**config.mk**
```make
export PLATFORM = sky130hd
export DESIGN_NAME = imhq_ctrl
export DESIGN_NICKNAME = d
export VERILOG_FILES = /design/src/design/imhq_pkg.sv /design/src/design/imhq_ctrl.sv
export SDC_FILE = /design/constraint.sdc
export NUM_CORES = 1
export LEC_CHECK = 0
export BUFFER_PORTS_ARGS = -buffer_cell sky130_fd_sc_hd__buf_2
export CORE_MARGIN = 2
export CORE_UTILIZATION = 50
export CTS_CLUSTER_DIAMETER = 60
export CTS_CLUSTER_SIZE = 30
export DETAILED_ROUTE_END_ITERATION = 7
export PLACE_DENSITY = 0.8
export SYNTH_ARGS = -nofsm -noshare
export SYNTH_HDL_FRONTEND = slang
export SYNTH_SLANG_ARGS = --single-unit
```
**constraint.sdc**
```tcl
create_clock -name clk -period 3.4 [get_ports clk]
set_clock_uncertainty 0.15 [all_clocks]
set_input_delay 0.68 -clock clk [delete_from_list [all_inputs] [get_ports clk]]
set_output_delay 0.68 -clock clk [all_outputs]
set_load 0.02 [all_outputs]
```
**src/design/imhq_pkg.sv**
```systemverilog
`default_nettype none
package imhq_pkg;

  localparam int DefCapacity = 64;
  localparam int DefKeyBits  = 10;

  typedef enum logic [1:0] {
    OP_PUSH   = 2'd0,
    OP_POP    = 2'd1,
    OP_REMOVE = 2'd2,
    OP_PEEK   = 2'd3
  } op_t;

  typedef enum logic [2:0] {
    ST_OK     = 3'd0,
    ST_EMPTY  = 3'd1,
    ST_DUP    = 3'd2,
    ST_FULL   = 3'd3,
    ST_ABSENT = 3'd4
  } status_t;

  typedef enum logic [3:0] {
    S_CLEAR,
    S_IDLE,
    S_LOOKUP,
    S_DECIDE,
    S_TAKE,
    S_FILL,
    S_UP_RD,
    S_UP_CMP,
    S_DN_RDL,
    S_DN_RDR,
    S_DN_CMP,
    S_PLACE,
    S_DONE
  } state_t;

  // commands from controller to datapath
  typedef struct packed {
    logic clr_step;     // write one invalid entry of the position table
    logic latch_in;     // capture key, clear result key
    logic rd_root;      // read heap slot 0
    logic do_push;      // hole at old count, count up
    logic do_take;      // invalidate removed key, hole at its slot
    logic take_root;    // removal target is the root
    logic set_out;      // report root key
    logic shrink;       // count down
    logic rd_last;      // read last entry
    logic fill;         // last entry becomes the moving key
    logic rd_parent;    // read parent of the hole
    logic move_up;      // parent drops into the hole
    logic rd_left;      // read left child
    logic rd_right;     // read right child
    logic move_dn;      // best child rises into the hole
    logic place;        // moving key written at the hole
  } cmd_t;

  // status from datapath to controller
  typedef struct packed {
    logic clr_last;
    logic present;
    logic empty;
    logic full;
    logic hole_is_last;
    logic at_root;
    logic up_wins;      // moving key precedes parent
    logic has_left;
    logic dn_swap;      // a child precedes the moving key
  } stat_t;

endpackage
`default_nettype wire

```
**src/design/imhq_ctrl.sv**
```systemverilog
`default_nettype none
module imhq_ctrl
  import imhq_pkg::*;
(
  input  wire logic  clk,
  input  wire logic  rst,
  input  wire logic  start,
  input  wire logic [1:0] operation,
  output logic       busy,
  output logic       done,
  output logic [2:0] status,
  output cmd_t       cmd,
  input  stat_t      st
);

  state_t  state, state_next;
  op_t     op, op_next;
  status_t res_st, res_st_next;
  logic    sink_ok, sink_ok_next;

  always_ff @(posedge clk) begin
    if (rst) begin
      state <= S_CLEAR;
      op <= OP_PUSH;
      res_st <= ST_OK;
      sink_ok <= 1'b0;
    end else begin
      state <= state_next;
      op <= op_next;
      res_st <= res_st_next;
      sink_ok <= sink_ok_next;
    end
  end

  assign status = res_st;

  always_comb begin
    state_next = state;
    op_next = op;
    res_st_next = res_st;
    sink_ok_next = sink_ok;
    cmd = '0;
    busy = (state != S_IDLE);
    done = 1'b0;
    unique case (state)
      S_CLEAR: begin
        cmd.clr_step = 1'b1;
        if (st.clr_last) state_next = S_IDLE;
      end
      S_IDLE: begin
        if (start) begin
          cmd.latch_in = 1'b1;
          op_next = op_t'(operation);
          state_next = S_LOOKUP;
        end
      end
      S_LOOKUP: begin
        cmd.rd_root = 1'b1;
        state_next = S_DECIDE;
      end
      S_DECIDE: begin
        res_st_next = ST_OK;
        sink_ok_next = 1'b0;
        state_next = S_DONE;
        unique case (op)
          OP_PUSH: begin
            if (st.present) res_st_next = ST_DUP;
            else if (st.full) res_st_next = ST_FULL;
            else begin
              cmd.do_push = 1'b1;
              state_next = S_UP_RD;
            end
          end
          OP_POP: begin
            if (st.empty) res_st_next = ST_EMPTY;
            else begin
              cmd.set_out = 1'b1;
              cmd.do_take = 1'b1;
              cmd.take_root = 1'b1;
              state_next = S_TAKE;
            end
          end
          OP_REMOVE: begin
            if (!st.present) res_st_next = ST_ABSENT;
            else begin
              cmd.do_take = 1'b1;
              state_next = S_TAKE;
            end
          end
          OP_PEEK: begin
            if (st.empty) res_st_next = ST_EMPTY;
            else cmd.set_out = 1'b1;
          end
        endcase
      end
      S_TAKE: begin
        cmd.shrink = 1'b1;
        if (st.hole_is_last) state_next = S_DONE;
        else begin
          cmd.rd_last = 1'b1;
          sink_ok_next = 1'b1;
          state_next = S_FILL;
        end
      end
      S_FILL: begin
        cmd.fill = 1'b1;
        state_next = S_UP_RD;
      end
      S_UP_RD: begin
        if (st.at_root) state_next = sink_ok ? S_DN_RDL : S_PLACE;
        else begin
          cmd.rd_parent = 1'b1;
          state_next = S_UP_CMP;
        end
      end
      S_UP_CMP: begin
        if (st.up_wins) begin
          cmd.move_up = 1'b1;
          sink_ok_next = 1'b0;
          state_next = S_UP_RD;
        end else state_next = sink_ok ? S_DN_RDL : S_PLACE;
      end
      S_DN_RDL: begin
        if (st.has_left) begin
          cmd.rd_left = 1'b1;
          state_next = S_DN_RDR;
        end else state_next = S_PLACE;
      end
      S_DN_RDR: begin
        cmd.rd_right = 1'b1;
        state_next = S_DN_CMP;
      end
      S_DN_CMP: begin
        if (st.dn_swap) begin
          cmd.move_dn = 1'b1;
          state_next = S_DN_RDL;
        end else state_next = S_PLACE;
      end
      S_PLACE: begin
        cmd.place = 1'b1;
        state_next = S_DONE;
      end
      S_DONE: begin
        done = 1'b1;
        state_next = S_IDLE;
      end
      default: state_next = S_IDLE;
    endcase
  end

endmodule
`default_nettype wire

```
==> results of run 1 <==
critical path: stages (launching register included):
cell and delay [ns]:
dfxtp_1 0.60, nand2b_1 0.28, or3_1 0.43, inv_1 0.06, buf_2 0.15
state kept, by name (all words and copies together) (netlist names):
register  count
status        3
op            2
sink_ok       1
state         4
cell usage in the layout (no fill, tap or decap), drive strengths merged, types with 3 or more instances in the layout:
master  instances
nand3           4
ha              5
nor2b           5
nor3            6
dfxtp          10
nor2           14
mux2i           3
a21oi           9
o21ai          10
buf            34
clkbuf          4
nand2           8
inv             8
and3            4
nand2b          4
Yosys cell counts (all sizes together) (2+ instances only):
| library cell | count | area, sq um |
|---|---|---|
| nor2 | 14 | 52.55 |
| dfxtp | 10 | 200.2 |
| o21ai | 10 | 50.05 |
| a21oi | 9 | 45.04 |
| inv | 8 | 30.03 |
| nand2 | 8 | 30.03 |
| buf | 7 | 38.78 |
| nor3 | 6 | 30.03 |
| ha | 5 | 62.56 |
| nor2b | 5 | 31.28 |
| and3 | 4 | 30.03 |
| nand2b | 4 | 25.02 |
| nand3 | 4 | 25.02 |
| mux2i | 3 | 30.03 |
| a311oi | 2 | 23.77 |
| nand3b | 2 | 15.01 |
| nor4 | 2 | 18.77 |
| o21a | 2 | 15.01 |
| o22ai | 2 | 12.51 |
| or3 | 2 | 12.51 |
routing by layer:
metal	GRT usage [%]	vias up	routed length, microns	part of all wire (%)
li1	-	468	-	-
met1	29.27	437	924	45
met2	32.29	37	953	46
met3	2.400	2	170	8.3
met4	5.294	0	10	0.49
met5	0	-	0	0
worst max path at each step:
stage / startpoint / endpoint / slack [ns] / cells past startpoint
4_1_cts: state[2]$_SDFFE_PP0P_ / cmd[7] / 0.80 / 4
2_1_floorplan: state[3]$_SDFFE_PP0P_ / cmd[11] / 1.22 / 4
3_3_place_gp: state[2]$_SDFFE_PP0P_ / cmd[7] / 1.16 / 4
3_5_place_dp: state[2]$_SDFFE_PP0P_ / cmd[7] / 1.11 / 4
5_1_grt: state[2]$_SDFFE_PP0P_ / cmd[7] / 0.69 / 4
6_report: state[2]$_SDFFE_PP0P_ / cmd[7] / 0.78 / 4
final cells by class:
cell class	count	area (sq um)	share of cell area, %
Tap cell	16	20.02	1.939
Inverter	8	30.03	2.909
Multi-Input combinational cell	91	575.6	55.76
Sequential cell	10	200.2	19.39
Clock buffer	4	36.28	3.515
Timing Repair Buffer	34	170.2	16.48
logic make-up after synthesis:
kind of cell	after synthesis
simple gates	54
flops	10
compound gates	29
buf+inv	16
mux	3
fa+ha+maj	5
through the flow:
stage	hold WS [ns]	instances	power [uW]	area, sq um	worst slack (ns)
6_report	0.3071	163	303.9	1032	0.7814
5_1_grt	0.3327	163	317.8	1032	0.6879
4_1_cts	0.3119	163	304.1	1032	0.7998
3_5_place_dp	0.3011	159	192.9	996.0	1.107
3_3_place_gp	0.2862	159	193.0	996.0	1.158
2_1_floorplan	0.3463	117	173.5	848.3	1.222
power by group:
part           internal (uW)  leakage, uW  total [uW]  switching [uW]
Sequential               121    0.0000811         130            9.03
Combinational           25.7     0.000378        61.6            35.9
Clock                   65.0    0.0000210         113            47.7
==> out/metrics.yaml, run 1 <==
status:
  outcome: "finished clean"
yosys:
  synth-simple-area-share_pct: 35.55
  syn_avg_cell_area_sq_um: 7.251
  synth_top_family_by_area: "simple AND/OR/NAND/NOR gates"
  syn_area_sq_um: 848.3
  synth_seq_area_share_pct: 23.60
  synth_fa_ha_area_share_pct: 7.375
  synth_edf_count: 0
  synth_cell_type_count: 35
  syn_nets: 136
  synth.area.mux_share_pct: 3.540
  ys_ff_latch: 10
  async_flop_share_pct: 0
  ys_warn_count: 0
  synth_xor_area_share_pct: 0
  synth_compound_area_share_pct: 21.39
  synth_ff_type: "dfxtp_1"
  postSynthCellCount: 117
place:
  gp_congestion: 0.9298
  dp_hpwl_mm: 1.564
  port_buffers: 34
sta:
  tightestPinTransition_ns: 0.5100
  rsz0062_at_grt: "false"
  clock.fmax_mhz: 381.9
  drv_slew: 0
  hold_viol_final: 0
  setup_viol: 0
  min_period_over_period_pct: 77.02
  setup_tns_ns: 0
  slew_headroom_pct: 65.95
  fin_crit_ns: 2.619
layout:
  n_fill_cell: 129
  nNetsFinal: 167
  synthToLayoutAreaGrowth_pct: 21.68
  drive_gt1_share_pct: 29.93
  diodes: 0
  finish.utilization_pct: 66.96
detailed_routing:
  wl_mm: 2.058
  drc_errors: 0
  drtIter0Drc: 47
  vias_per_cell: 5.791
  first_pass_iters: 4
  drtAntennaViolNets: 0
  routedWlPerCell_microns: 12.63
  vias: 944
critical_path:
  critPathKind: "reg2out"
  crit-reg2reg-capture: "state[0]$_SDFFE_PP0P_"
  arrival_ns: 1.79
  critPathCaptureType: "primary output"
  startpoint_type: "register"
  rrSetupSlack_ns: 1.67
  worstRegToRegCells: 4
  r2r-start: "state[2]$_SDFFE_PP0P_"
  worstPathMaxFanout: 16
  required_ns: 2.57
die:
  die_x_microns: 45.19
  io-pin-count: 35
  die_area_sq_um: 2042
  die_h_microns: 45.19
  core_sq_um: 1541
  num_rows: 14
  start_util_pct: 55.03
clock_tree:
  cts_root_buf: "clkbuf_4"
  clk_pin_slew_ns: 0.08
  clk_latency_ns: 0.26
  post_cts_buffers: 0
  cts.sinks: 10
  cts_hold_buf: 0
  cts_tree: "done"
  h-tree-depth: 1
  post_cts_resized: 0
  cts_buffer_depth: 2
  cts_buffers: 3
pwr:
  powerDensity_nw_per_um2: 294.4
  power.leakage_uw: 0.0004803
  ir_drop_v: 0.0001710
global_routing:
  grt_pass1_wl_mm: 3.146
  grt_pass1_vias: 735
  grt_overflow: 0
  grt_usage_pct: 20.41
  grt_max_degree: 17
  antenna_found_initial: 0
min_path:
  whs_path_depth: 2
  min_path_type: "reg2reg"
  min-delay-start: "status[2]$_SDFFE_PP0P_"
  hold-path-endpoint: "status[2]$_SDFFE_PP0P_"
job:
  max_cap_viol_count: 0
No activity file was read; power rests on OpenSTA's default activity.
==> run 2: changes to the inputs <==
- ABC_AREA: unset -> 1
- CORE_UTILIZATION: 50 -> 42
- PLACE_DENSITY: 0.8 -> 0.71
- clock period: 3.4 -> 2.3 ns (I/O delays scaled with it)
==> out/metrics.yaml, run 2 <==
layout:
  final_cell_mix: "34 x nand2_1, 34 x buf_2, 27 x inv_1"
  nNetsFinal: 201
  synthToLayoutAreaGrowth_pct: 28.08
  regMostFlops: "state"
  largest_reg_flops: 4
  n_fill_cell: 220
  drive_gt1_share_pct: 24.86
  diodes: 0
yosys:
  synth_cell_type_count: 21
  async_flop_share_pct: 0
  yosysMostFrequentCell: "nand2_1"
  ys_warn_count: 0
  synth-simple-area-share_pct: 39.34
  ys_ff_latch: 10
  syn_avg_cell_area_sq_um: 5.787
  synth_fa_ha_area_share_pct: 7.508
  syn_area_sq_um: 833.3
  syn_nets: 163
  synth_area_leaders: "dfxtp_1 24%, nand2_1 15%, inv_1 12%, nor2_1 11%, ha_1 7.5%"
  postSynthCellCount: 144
  synth.area.mux_share_pct: 0
  synth_compound_area_share_pct: 15.02
  synth_top_family_by_area: "simple AND/OR/NAND/NOR gates"
  synthTopCellsByCount: "34 x nand2_1, 27 x inv_1, 24 x nor2_1"
  synth_top_area_share_pct: 24.02
  synth.largest_area_cell: "dfxtp_1"
  synth_ff_type: "dfxtp_1"
  synth_seq_area_share_pct: 24.02
  synth_xor_area_share_pct: 0
  synth_edf_count: 0
place:
  dp_hpwl_mm: 1.665
  port_buffers: 34
  gp_congestion: 0.8599
clock_tree:
  post_cts_buffers: 0
  clk_pin_slew_ns: 0.07
  cts_tree: "done"
  clk_latency_ns: 0.27
  post_cts_resized: 0
  cts.sinks: 10
  cts_root_buf: "clkbuf_4"
  h-tree-depth: 1
  cts_buffer_depth: 2
  cts_buffers: 3
  cts_hold_buf: 0
detailed_routing:
  drc_errors: 0
  drtIter0Drc: 15
  routedWlPerCell_microns: 9.476
  vias: 959
  drtAntennaViolNets: 0
  first_pass_iters: 4
  wl_mm: 1.971
  vias_per_cell: 4.611
sta:
  hold_viol_final: 0
  fin_crit_ns: 2.086
  slew_headroom_pct: 76.77
  rsz0062_at_grt: "false"
  hold_ws_ns: 0.2846
  drv_slew: 0
  setup_viol: 0
  setup_tns_ns: 0
  min_period_over_period_pct: 90.69
  clock.fmax_mhz: 479.4
  tightestPinTransition_ns: 0.3472
pwr:
  p_int_uw: 448.2
  power.leakage_uw: 0.0006205
  powerDensity_nw_per_um2: 799.4
  pwr-share-clk_pct: 18.6
  power.switching_uw: 404.9
  p_seq_share_pct: 28.3
  combPwrFrac_pct: 53.2
  swShare_pct: 47.46
  ir_drop_v: 0.0006069
critical_path:
  arrival_ns: 1.48
  critPathKind: "reg2out"
  required_ns: 1.69
  startpoint_type: "register"
  critPathCaptureType: "primary output"
  worstPathMaxFanout: 4
die:
  die_x_microns: 48.54
  start_util_pct: 43.36
  die_area_sq_um: 2356
  num_rows: 16
  core_sq_um: 1922
  die_h_microns: 48.54
  io-pin-count: 35
status:
  outcome: "finished clean"
global_routing:
  grt_overflow: 0
  antenna_found_initial: 0
  grt_pass1_vias: 827
  grt_max_degree: 8
  grt_pass1_wl_mm: 3.367
  grt_usage_pct: 18.03
job:
  max_cap_viol_count: 0
min_path:
  min_path_type: "in2reg"
==> run 2: kinds of logic (layout without fill, tap and decap cells) <==
kind of cell / Yosys count / count (layout)
simple gates: 76 / 76
flops: 10 / 10
compound gates: 23 / 23
buf+inv: 30 / 67
fa+ha+maj: 5 / 5
==> run 2: final timing paths <==
kind | startpoint | to | slack, ns | depth (start not counted)
max | op[1]$_SDFFE_PP0P_ | cmd[11] | 0.21 | 7
min | rst | state[3]$_SDFFE_PP0P_ | 0.28 | 2
max reg2reg | state[1]$_SDFFE_PP0P_ | state[1]$_SDFFE_PP0P_ | 0.84 | 8
min reg2reg | status[0]$_SDFFE_PP0P_ | status[0]$_SDFFE_PP0P_ | 0.32 | 2
==> run 2: critical path, cell delays in order, from the launching register on <==
cell	delay (ns)
dfxtp_1	0.33
inv_1	0.11
ha_1	0.20
inv_1	0.07
nor3_2	0.20
a31oi_1	0.06
nor2_1	0.08
buf_2	0.16
==> run 2: power groups by stage <==
stage | Combinational [uW] | Sequential, uW | Clock, uW
after global routing | 520 | 250 | 177
final | 454 | 241 | 158
after detailed placement | 452 | 244 | 0
after global placement | 452 | 242 | 0
after CTS | 454 | 239 | 164
after floorplan | 328 | 244 | 0
==> run 2: metrics by stage <==
step | setup WS [ns] | utilization (%) | total power, uW | cells | instance area [sq um]
floorplan | 0.3013 | - | 572.7 | 144 | 833.3
global placement | 0.4893 | 53.58 | 694.1 | 204 | 1030
detailed placement | 0.4810 | 53.58 | 696.0 | 204 | 1030
CTS | 0.1801 | 55.47 | 857.8 | 208 | 1066
global route | 0.09392 | 55.53 | 947.6 | 208 | 1067
finish | 0.2142 | 55.53 | 853.1 | 208 | 1067
==> run 2: layout make-up <==
cell class / instances / area, sq um / area share, %
tap: 27 / 33.78 / 3.165
timing repair buffer: 34 / 170.2 / 15.94
sequential: 10 / 201.4 / 18.87
inverter: 29 / 110.1 / 10.32
multi-input combinational: 104 / 515.5 / 48.30
clock buffer: 4 / 36.28 / 3.400
==> run 2: per-layer routing <==
layer	wire, microns	global-route usage, %
met2	951	31.25
met3	137	5.864
met5	0	0
met1	881	22.18
met4	0	2.857
==> run 3: changes to the inputs <==
- PLACE_DENSITY: 0.71 -> unset
- PLACE_DENSITY_LB_ADDON: unset -> 0.25
==> out/metrics.yaml, run 3 (synthesized netlist as in run 2, its figures left out) <==
critical_path:
  slowest_stage: "dfxtp_1"
  arrival_ns: 1.56
  required_ns: 1.69
  crit-reg2reg-capture: "state[0]$_SDFFE_PP0P_"
  worstPathMaxFanout: 7
  cp_slowest_stage_delay_ns: 0.44
  r2r-start: "state[1]$_SDFFE_PP0P_"
  critPathKind: "reg2out"
  startpoint_type: "register"
  rrSetupSlack_ns: 0.83
  critPathCaptureType: "primary output"
  worstRegToRegCells: 8
  cp_cell_sequence: "nand2_1 > inv_2 > nand2_4 > nor3_2 > a31oi_1 > nor2_1 > buf_2"
global_routing:
  grt_pass1_vias: 850
  grt_pass1_wl_mm: 3.429
  grt_use_met1_pct: 22.67
  met2_usage_pct: 31.48
  busiest_layer: "met2"
  grt_usage_pct: 18.26
  antenna_found_initial: 0
  grt_overflow: 0
  grt_max_degree: 8
  met3_usage_pct: 4.938
layout:
  drive_gt1_share_pct: 24.31
  regMostFlops: "state"
  n_fill_cell: 226
  nNetsFinal: 201
  diodes: 0
  largest_reg_flops: 4
  fin_cells: 208
  final_cell_mix: "34 x nand2_1, 34 x buf_2, 27 x inv_1"
  synthToLayoutAreaGrowth_pct: 27.93
pwr:
  power.leakage_uw: 0.0006203
  pwr-share-clk_pct: 18.5
  swShare_pct: 47.59
  ir_drop_v: 0.0005742
  power.switching_uw: 405.6
  p_seq_share_pct: 28.4
  p_int_uw: 446.6
  combPwrFrac_pct: 53.2
  powerDensity_nw_per_um2: 799.4
sta:
  fin_crit_ns: 2.169
  drv_slew: 0
  hold_viol_final: 0
  setup_viol: 0
  slew_headroom_pct: 76.16
  finalWorstSetupSlack_ns: 0.1313
  tightestPinTransition_ns: 0.3563
  clock.fmax_mhz: 461.1
  setup_tns_ns: 0
  rsz0062_at_grt: "false"
  min_period_over_period_pct: 94.29
place:
  port_buffers: 34
  dp_hpwl_mm: 1.726
  place_ws_ns: 0.4491
  dp.cells: 204
  gp_congestion: 0.8898
die:
  die_h_microns: 48.54
  num_rows: 16
  die_area_sq_um: 2356
  die_x_microns: 48.54
  start_util_pct: 43.36
  io-pin-count: 35
  core_sq_um: 1922
detailed_routing:
  first_pass_iters: 4
  drc_errors: 0
  drtAntennaViolNets: 0
  drtIter0Drc: 14
  vias_per_cell: 4.740
  routedWlPerCell_microns: 9.909
  vias: 986
  wl_mm: 2.061
clock_tree:
  cts_hold_buf: 0
  clk_pin_slew_ns: 0.07
  cts_buffers: 3
  cts_root_buf: "clkbuf_4"
  post_cts_buffers: 0
  cts_buffer_depth: 2
  cts_tree: "done"
  clk_latency_ns: 0.26
  cts.sinks: 10
  h-tree-depth: 1
  post_cts_resized: 0
job:
  max_cap_viol_count: 0
min_path:
  min_path_type: "in2reg"
  hold-path-endpoint: "state[1]$_SDFFE_PP0P_"
  whs_path_depth: 2
  min-delay-start: "rst"
status:
  outcome: "finished clean"
[run 3: cell types whose count changed in the layout (fill, tap and decap cells not counted)]
| cell | delta |
|---|---|
| dfxtp_1 | +1 |
| dfxtp_2 | -1 |
[run 3: power by group through the flow]
stage	combinational, uW	clock [uW]	sequential [uW]
floorplan	328	0	244
global placement	450	0	242
detailed placement	456	0	246
CTS	458	164	242
global route	522	176	249
finish	453	157	242
[run 3: how the worst max path moves through the flow]
stage,from,endpoint,slack (ns),cells past startpoint
detailed placement,state[0]$_SDFFE_PP0P_,cmd[11],0.45,7
CTS,state[0]$_SDFFE_PP0P_,cmd[11],0.14,7
floorplan,state[0]$_SDFFE_PP0P_,cmd[11],0.30,6
global route,state[0]$_SDFFE_PP0P_,cmd[11],0.006,7
finish,state[0]$_SDFFE_PP0P_,cmd[11],0.13,7
global placement,state[0]$_SDFFE_PP0P_,cmd[11],0.51,7
[run 3: through the flow]
step | total power [uW] | area [sq um] | util (%) | hold slack [ns]
floorplan | 572.7 | 833.3 | - | 0.3098
global placement | 692.7 | 1030 | 53.58 | 0.3176
detailed placement | 702.2 | 1030 | 53.58 | 0.3066
CTS | 863.9 | 1066 | 55.47 | 0.2752
global route | 946.6 | 1066 | 55.47 | 0.2887
finish | 852.2 | 1066 | 55.47 | 0.2878
[run 3: layout make-up]
class	instances	area, sq um	share of cell area (%)
Inverter	29	110.1	10.33
Clock buffer	4	36.28	3.404
Sequential cell	10	200.2	18.78
Multi-Input combinational cell	104	515.5	48.36
Tap cell	27	33.78	3.169
Timing Repair Buffer	34	170.2	15.96
[run 3: per-layer routing]
layer / vias to the layer above / part of all wire [%]
met1: 431 / 46
met4: 0 / 0.58
met5: - / 0
met2: 26 / 48
li1: 527 / -
met3: 2 / 5.5
[run 3: worst max-delay path: cells and delay by family, from the launching register on]
family	cells	cell delay (ns)
flops	1	0.44
simple gates	4	0.48
buf+inv	2	0.29
compound gates	1	0.07
